`src/rtl/core/ssm_pkg.sv`:
```
// Shared types and constants for the sorted sequence merge block.
`default_nettype none

package ssm_pkg;

    // Width of one stored symbol.
    localparam int SYM_W = 8;

    // Width of the operation selector.
    localparam int OP_W = 2;

    // Operation codes carried on the input tuser.
    localparam logic [OP_W-1:0] OP_LOAD_FIRST  = 2'd0;
    localparam logic [OP_W-1:0] OP_LOAD_SECOND = 2'd1;
    localparam logic [OP_W-1:0] OP_RUN         = 2'd2;

    // Commands from the controller to the datapath.
    typedef struct packed {
        logic load_first;
        logic load_second;
        logic step;
    } t_dp_cmd;

    // Status from the datapath to the controller.
    typedef struct packed {
        logic both_empty;
        logic out_space;
        logic last_pick;
    } t_dp_stat;

endpackage

`default_nettype wire

```
`src/rtl/core/ssm_ctrl.sv`:
```
// Controller state machine for the sorted sequence merge block.
`default_nettype none

module ssm_ctrl
    import ssm_pkg::*;
(
    input  wire logic            i_clk,
    input  wire logic            i_rst_n,
    input  wire logic            i_in_valid,
    input  wire logic [OP_W-1:0] i_op,
    output logic                 o_in_ready,
    input  wire t_dp_stat        i_stat,
    output t_dp_cmd              o_cmd
);

    typedef enum logic [1:0] {
        ST_IDLE  = 2'b01,
        ST_MERGE = 2'b10
    } t_state;

    t_state r_state;
    t_state n_state;
    logic   w_accept;

    // Input beats are taken only while no merge is in progress.
    assign o_in_ready = (r_state == ST_IDLE);
    assign w_accept   = i_in_valid && o_in_ready;

    // Command decode and next state.
    always_comb begin
        n_state           = r_state;
        o_cmd.load_first  = 1'b0;
        o_cmd.load_second = 1'b0;
        o_cmd.step        = 1'b0;
        unique case (r_state)
            ST_IDLE: begin
                if (w_accept) begin
                    unique case (i_op)
                        OP_LOAD_FIRST:  o_cmd.load_first  = 1'b1;
                        OP_LOAD_SECOND: o_cmd.load_second = 1'b1;
                        OP_RUN: begin
                            if (!i_stat.both_empty) begin
                                n_state = ST_MERGE;
                            end
                        end
                        default: ;
                    endcase
                end
            end
            ST_MERGE: begin
                o_cmd.step = i_stat.out_space;
                if (i_stat.out_space && i_stat.last_pick) begin
                    n_state = ST_IDLE;
                end
            end
            default: n_state = ST_IDLE;
        endcase
    end

    // State register.
    always_ff @(posedge i_clk) begin
        if (!i_rst_n) begin
            r_state <= ST_IDLE;
        end else begin
            r_state <= n_state;
        end
    end

endmodule

`default_nettype wire

```
`src/rtl/core/ssm_datapath.sv`:
```
// Datapath of the sorted sequence merge block: stores, counts, heads and output register.
`default_nettype none

module ssm_datapath
    import ssm_pkg::*;
#(
    parameter int STORE_DEPTH = 32
) (
    input  wire logic             i_clk,
    input  wire logic             i_rst_n,
    input  wire logic [SYM_W-1:0] i_symbol,
    input  wire t_dp_cmd          i_cmd,
    output t_dp_stat              o_stat,
    output logic                  o_out_valid,
    input  wire logic             i_out_ready,
    output logic [SYM_W-1:0]      o_out_symbol,
    output logic                  o_out_second,
    output logic                  o_out_last
);

    localparam int CW = $clog2(STORE_DEPTH + 1);
    localparam int AW = (STORE_DEPTH > 1) ? $clog2(STORE_DEPTH) : 1;
    localparam int SW = CW + 1;
    localparam logic [CW-1:0] DEPTH_C = CW'(STORE_DEPTH);

    logic [SYM_W-1:0] r_mem_a [STORE_DEPTH];
    logic [SYM_W-1:0] r_mem_b [STORE_DEPTH];

    logic [CW-1:0]    r_cnt_a, r_cnt_b, n_cnt_a, n_cnt_b;
    logic [CW-1:0]    r_idx_a, r_idx_b, n_idx_a, n_idx_b;
    logic [SYM_W-1:0] r_head_a, r_head_b;
    logic             r_out_valid;
    logic [SYM_W-1:0] r_out_symbol;
    logic             r_out_second;
    logic             r_out_last;

    logic             w_wr_a, w_wr_b;
    logic             w_take_a;
    logic [SW-1:0]    w_pos, w_total;
    logic             w_last;
    logic             w_space;

    // Loads append below the depth; a load into a full store is dropped.
    assign w_wr_a = i_cmd.load_first  && (r_cnt_a < DEPTH_C);
    assign w_wr_b = i_cmd.load_second && (r_cnt_b < DEPTH_C);

    // The first head wins only when strictly smaller; ties go to the second store.
    assign w_take_a = (r_idx_a < r_cnt_a) &&
                      ((r_idx_b >= r_cnt_b) || (r_head_a < r_head_b));

    // The pick is final when it is the last of both counts together.
    assign w_pos   = {1'b0, r_idx_a} + {1'b0, r_idx_b} + SW'(1);
    assign w_total = {1'b0, r_cnt_a} + {1'b0, r_cnt_b};
    assign w_last  = (w_pos == w_total);

    assign w_space = !r_out_valid || i_out_ready;

    assign o_stat.both_empty = (r_cnt_a == '0) && (r_cnt_b == '0);
    assign o_stat.out_space  = w_space;
    assign o_stat.last_pick  = w_last;

    // Next counts and read indices.
    always_comb begin
        n_cnt_a = r_cnt_a;
        n_cnt_b = r_cnt_b;
        n_idx_a = r_idx_a;
        n_idx_b = r_idx_b;
        if (w_wr_a) begin
            n_cnt_a = r_cnt_a + CW'(1);
        end
        if (w_wr_b) begin
            n_cnt_b = r_cnt_b + CW'(1);
        end
        if (i_cmd.step) begin
            if (w_last) begin
                n_cnt_a = '0;
                n_cnt_b = '0;
                n_idx_a = '0;
                n_idx_b = '0;
            end else if (w_take_a) begin
                n_idx_a = r_idx_a + CW'(1);
            end else begin
                n_idx_b = r_idx_b + CW'(1);
            end
        end
    end

    // Store writes and registered head reads at the next indices.
    always_ff @(posedge i_clk) begin
        if (w_wr_a) begin
            r_mem_a[r_cnt_a[AW-1:0]] <= i_symbol;
        end
        if (w_wr_b) begin
            r_mem_b[r_cnt_b[AW-1:0]] <= i_symbol;
        end
        if (n_idx_a < DEPTH_C) begin
            r_head_a <= r_mem_a[n_idx_a[AW-1:0]];
        end
        if (n_idx_b < DEPTH_C) begin
            r_head_b <= r_mem_b[n_idx_b[AW-1:0]];
        end
    end

    // Counts and indices.
    always_ff @(posedge i_clk) begin
        if (!i_rst_n) begin
            r_cnt_a <= '0;
            r_cnt_b <= '0;
            r_idx_a <= '0;
            r_idx_b <= '0;
        end else begin
            r_cnt_a <= n_cnt_a;
            r_cnt_b <= n_cnt_b;
            r_idx_a <= n_idx_a;
            r_idx_b <= n_idx_b;
        end
    end

    // Output register valid flag.
    always_ff @(posedge i_clk) begin
        if (!i_rst_n) begin
            r_out_valid <= 1'b0;
        end else if (i_cmd.step) begin
            r_out_valid <= 1'b1;
        end else if (i_out_ready) begin
            r_out_valid <= 1'b0;
        end
    end

    // Output register payload.
    always_ff @(posedge i_clk) begin
        if (i_cmd.step) begin
            r_out_symbol <= w_take_a ? r_head_a : r_head_b;
            r_out_second <= !w_take_a;
            r_out_last   <= w_last;
        end
    end

    assign o_out_valid  = r_out_valid;
    assign o_out_symbol = r_out_symbol;
    assign o_out_second = r_out_second;
    assign o_out_last   = r_out_last;

`ifndef SYNTH
    // A read index never passes its store's count.
    a_idx_bound: assert property (@(posedge i_clk) disable iff (!i_rst_n)
        (r_idx_a <= r_cnt_a) && (r_idx_b <= r_cnt_b))
        else $error("merge index beyond store count");

    // Counts never exceed the store depth.
    a_cnt_bound: assert property (@(posedge i_clk) disable iff (!i_rst_n)
        (r_cnt_a <= DEPTH_C) && (r_cnt_b <= DEPTH_C))
        else $error("store count beyond depth");

    // The final pick of a run clears both counts and indices.
    a_run_clear: assert property (@(posedge i_clk) disable iff (!i_rst_n)
        (i_cmd.step && w_last) |=>
        (r_cnt_a == '0) && (r_cnt_b == '0) && (r_idx_a == '0) && (r_idx_b == '0))
        else $error("run end did not clear the stores");

    // A step never overwrites a result that is still waiting.
    a_no_overwrite: assert property (@(posedge i_clk) disable iff (!i_rst_n)
        i_cmd.step |-> (!r_out_valid || i_out_ready))
        else $error("step while output register is stalled");
`endif

endmodule

`default_nettype wire

```
`src/rtl/core/sorted_sequence_merge.sv`:
```
// Top level of the sorted sequence merge block.
//
//  Channel   Dir  Payload
//  s_axis    in   tdata[7:0] symbol; tuser[1:0] op (load first, load second, run)
//  m_axis    out  tdata[7:0] merged symbol; tuser[0] from second store; tlast last
//
// Back-to-back load beats are accepted every cycle.
// A run merges one symbol per cycle while the output is not stalled, set by the single
// registered head read of each store; an empty run leaves the block idle.
// Input beats are not accepted while a merge is in progress.
// Output stalls hold the merge; the final result may wait while new beats enter.
// Reset is synchronous, active low, and empties both stores.
`default_nettype none

module sorted_sequence_merge
    import ssm_pkg::*;
#(
    parameter int STORE_DEPTH = 32
) (
    input  wire logic             i_clk,
    input  wire logic             i_rst_n,
    input  wire logic             s_axis_tvalid,
    output logic                  s_axis_tready,
    input  wire logic [7:0]       s_axis_tdata,   // [7:0] symbol
    input  wire logic [OP_W-1:0]  s_axis_tuser,   // [1:0] op
    output logic                  m_axis_tvalid,
    input  wire logic             m_axis_tready,
    output logic [7:0]            m_axis_tdata,   // [7:0] merged_symbol
    output logic [0:0]            m_axis_tuser,   // [0] from_second
    output logic                  m_axis_tlast
);

    t_dp_cmd  w_cmd;
    t_dp_stat w_stat;

    ssm_ctrl u_ctrl (
        .i_clk      (i_clk),
        .i_rst_n    (i_rst_n),
        .i_in_valid (s_axis_tvalid),
        .i_op       (s_axis_tuser),
        .o_in_ready (s_axis_tready),
        .i_stat     (w_stat),
        .o_cmd      (w_cmd)
    );

    ssm_datapath #(
        .STORE_DEPTH (STORE_DEPTH)
    ) u_datapath (
        .i_clk        (i_clk),
        .i_rst_n      (i_rst_n),
        .i_symbol     (s_axis_tdata),
        .i_cmd        (w_cmd),
        .o_stat       (w_stat),
        .o_out_valid  (m_axis_tvalid),
        .i_out_ready  (m_axis_tready),
        .o_out_symbol (m_axis_tdata),
        .o_out_second (m_axis_tuser[0]),
        .o_out_last   (m_axis_tlast)
    );

endmodule

`default_nettype wire

```
`config.mk`:
```
export PLATFORM = sky130hd
export DESIGN_NAME = sorted_sequence_merge
export DESIGN_NICKNAME = d
export VERILOG_FILES = /design/src/rtl/core/ssm_pkg.sv /design/src/rtl/core/ssm_ctrl.sv /design/src/rtl/core/ssm_datapath.sv /design/src/rtl/core/sorted_sequence_merge.sv
export SDC_FILE = /design/constraint.sdc
export NUM_CORES = 1
export LEC_CHECK = 0
export BUFFER_PORTS_ARGS = -buffer_cell sky130_fd_sc_hd__buf_2
export CORE_MARGIN = 3
export CORE_UTILIZATION = 45
export DETAILED_ROUTE_END_ITERATION = 10
export MAX_ROUTING_LAYER = met4
export PLACE_DENSITY_LB_ADDON = 0.12
export RECOVER_POWER = 50
export SETUP_SLACK_MARGIN = 0.05
export SLEW_MARGIN = 15
export SYNTH_ARGS = -nofsm -noshare
export SYNTH_HDL_FRONTEND = slang
export SYNTH_HIERARCHICAL = 1
export SYNTH_SLANG_ARGS = --single-unit
```
`constraint.sdc`:
```
create_clock -name i_clk -period 7.65 [get_ports i_clk]
set_input_delay 0.765 -clock i_clk [delete_from_list [all_inputs] [get_ports i_clk]]
set_output_delay 0.765 -clock i_clk [all_outputs]
set_load 0.01 [all_outputs]
```
==> flow_summary.json <==
{
  "status": "finished, violations left",
  "violations": "capacitance limit, slew limit",
  "synth_area_leaders": "edfxtp_1 67%, nand2_1 2.8%, mux2i_1 2.5%",
  "slowest_stage": "nand2b_1",
  "final_cell_mix": "538 x edfxtp_1, 180 x nand2_1, 144 x nor2_1",
  "p_seq_share_pct": 55.1,
  "yosys.area.top_type": "edfxtp_1",
  "io_buffers": 25,
  "synth_nets": 1785,
  "cts.clk_slew.worst_paths_ns": 0.06,
  "power.total_mw": 6.19,
  "fin_crit_sh_pct": 72.2,
  "post-cts-setup-buffers": 0,
  "drtAntennaViolNets": 0,
  "start_kind": "register",
  "postLayoutCoreUtil_pct": 50.5,
  "synthDistinctLibCells": 85,
  "syn2layout_area_growth_pct": 10.7,
  "grt_max_degree": 65,
  "holdWs_ns": 0.454,
  "antenna_found_initial": 2,
  "synth_area_um2": 24000,
  "fp.dieW_um": 237,
  "arrival_ns": 6.00,
  "synthArstFlopShare_pct": 0,
  "drtIter0Drc": 1611,
  "p_int_mw": 4.90,
  "via_count": 15000,
  "synth_seq_area_share_pct": 69.5,
  "power_switching_mw": 1.29,
  "gp_congestion": 0.946,
  "track_usage_pct": 24.5,
  "io_pins": 26,
  "grt-ovfl-total": 0,
  "die_h_um": 237,
  "row_count": 84,
  "cts-root-buf": "clkbuf_16",
  "wire_per_inst_um": 26.9,
  "final_common_cell": "edfxtp_1",
  "htreeDepth": 2,
  "slowest_delay_ns": 0.76,
  "finalNetCount": 1811,
  "hold_path.class": "in2reg",
  "cts_hold_buf": 0,
  "leakagePower_nw": 8.91,
  "yosys_register_bits": 565,
  "hold_viol_final": 0,
  "cts_resized": 0,
  "drive_gt1_share_pct": 9.48,
  "crit_fanout": 41,
  "fin_crit_ns": 5.53,
  "clock_sink_count": 565,
  "p_comb_share_pct": 1.9,
  "grt_pass1_wl_um": 99300,
  "dieArea_um2": 56200,
  "synth_warnings": 6,
  "tightest_slew_ns": 3.87,
  "drt-pass1-iter-count": 6,
  "rsz0062_at_grt": "no",
  "critPathKind": "reg2reg",
  "routed_wl_um": 67100,
  "postSynthCellCount": 1729,
  "skew_ns": 0.0141,
  "viasPerCell": 6.01,
  "crit_path_cell_trace": "inv_1, ha_1, inv_2, fa_1, a21o_1, a21oi_1, xor2_1, xnor2_1, and4_1, nand3_2, buf_4, nand2b_1, a2111oi_0, a211oi_1, o32a_1",
  "dp_hpwl_um": 42600,
  "start_util_pct": 45.6,
  "insertion_delay_ns": 0.62,
  "synth_top_area_share_pct": 67.3,
  "tritoncts": "yes",
  "p_clk_share_pct": 43.0,
  "dp_slack_ns": 2.34,
  "p_per_area_nw_per_um2": 233,
  "max_freq_mhz": 181,
  "worstPathRequired_ns": 8.12,
  "syn_area_per_cell_um2": 13.9,
  "grt_pass1_vias": 14900,
  "slew_viol_final": 552,
  "synth_edf_count": 538,
  "core_um2": 52700,
  "cts_inserted_buffers": 58,
  "maxCapViolations": 9,
  "tns_ns": 0,
  "netSwitchingFraction_pct": 20.8,
  "max-slew-margin-rel_pct": -158,
  "layout_setup_ws_ns": 2.12,
  "drc_errors": 0,
  "irDropWorstVdd_mv": 0.162,
  "setup_viol": 0,
  "cts_buffer_depth": 3,
  "dominantRegCellSynth": "edfxtp_1",
  "end_kind": "register",
  "fillerInstances": 4550
}
-- registers in the layout (all words and copies together) (netlist names) --
name	cells
u_datapath/r_mem_a	256
u_datapath/o_out_last	1
u_datapath/r_cnt_a	6
u_datapath/r_head_b	8
u_datapath/o_out_second	1
u_datapath/r_mem_b	256
u_datapath/r_head_a	8
u_datapath/r_idx_b	6
u_datapath/o_out_valid	1
u_datapath/r_cnt_b	6
u_datapath/o_out_symbol	8
u_ctrl/r_state	2
u_datapath/r_idx_a	6
-- routing by layer --
| metal | GRT usage, % | part of all wire [%] | up-vias |
|---|---|---|---|
| met2 | 36.3 | 45 | 550 |
| met5 | - | 0 | - |
| met3 | 4.41 | 7.2 | 139 |
| met1 | 34.3 | 44 | 7544 |
| met4 | 8.21 | 3.7 | 0 |
| li1 | - | - | 6753 |
-- power by group through the flow --
stage / sequential (mW) / clock [mW] / combinational [mW]
3_5_place_dp: 3.46 / 0 / 0.121
4_1_cts: 3.40 / 2.71 / 0.121
5_1_grt: 3.41 / 2.83 / 0.128
6_report: 3.41 / 2.66 / 0.118
3_3_place_gp: 3.46 / 0 / 0.119
2_1_floorplan: 3.46 / 0 / 0.0412
-- cell families (layout without fill, tap and decap cells) --
logic type                 count (synthesis)  count (layout)  synth area share (%)
muxes                                     69              69                  2.93
AOI/OAI and AO/OA                        440             440                  13.0
and+or+nand+nor                          458             458                  8.59
other                                      0               1                     0
adders and majority gates                 42              42                  2.25
buffers and inverters                    128             202                  2.49
DFF                                      565             565                  69.5
xor gates and xnor gates                  27              27                  1.19
-- path summary, 6_finish.rpt --
kind                              start                      to  slack [ns]  cells past startpoint
hold / removal                  i_rst_n       u_ctrl/r_state[0]        0.45                      2
setup / recovery  u_datapath/r_idx_a[0]  u_datapath/r_head_a[6]        2.12                     15
hold reg to reg       u_ctrl/r_state[0]       u_ctrl/r_state[0]        0.50                      1
setup reg to reg  u_datapath/r_idx_a[0]  u_datapath/r_head_a[6]        2.12                     15
-- worst max-delay path, delay by kind of cell, from the launching register on --
family | cells | cell delay [ns]
buf+inv | 3 | 0.86
flops | 1 | 0.46
compound gates | 5 | 1.12
simple gates | 3 | 1.90
xor+xnor | 2 | 0.37
fa+ha+maj | 2 | 0.63
-- area by class of cell --
| cell class | count | area, µm² | share of cell area [%] |
|---|---|---|---|
| clock buffer | 72 | 1530 | 5.74 |
| sequential | 565 | 16700 | 62.8 |
| inverter | 38 | 143 | 0.537 |
| clock inverter | 36 | 244 | 0.918 |
| antenna | 1 | 2.50 | 0.00942 |
| timing repair buffer | 56 | 305 | 1.15 |
| tap | 688 | 861 | 3.24 |
| multi-input combinational | 1036 | 6800 | 25.6 |
-- per-stage QoR --
step	instance area (µm²)	instances
after floorplan	24000	1729
after global placement	24900	2383
after detailed placement	24900	2383
after CTS	26600	2491
after global routing	26600	2492
final	26600	2492
-- Yosys cell counts, types with 13 or more instances --
cell	number
edfxtp_1	538
nand2_1	180
nor2_1	144
a21oi_1	117
mux2i_1	59
o21ai_0	57
a211oi_1	46
ha_1	40
buf_2	36
clkbuf_1	36
inv_1	34
nand3_1	32
dfxtp_1	27
o211ai_1	26
a21o_1	20
xnor2_1	19
and2_1	15
a221oi_1	14
nand4_1	14
nor4_1	14
a211o_1	13
a221o_1	13
a31oi_1	13
Power figures use the tool's default switching activity.
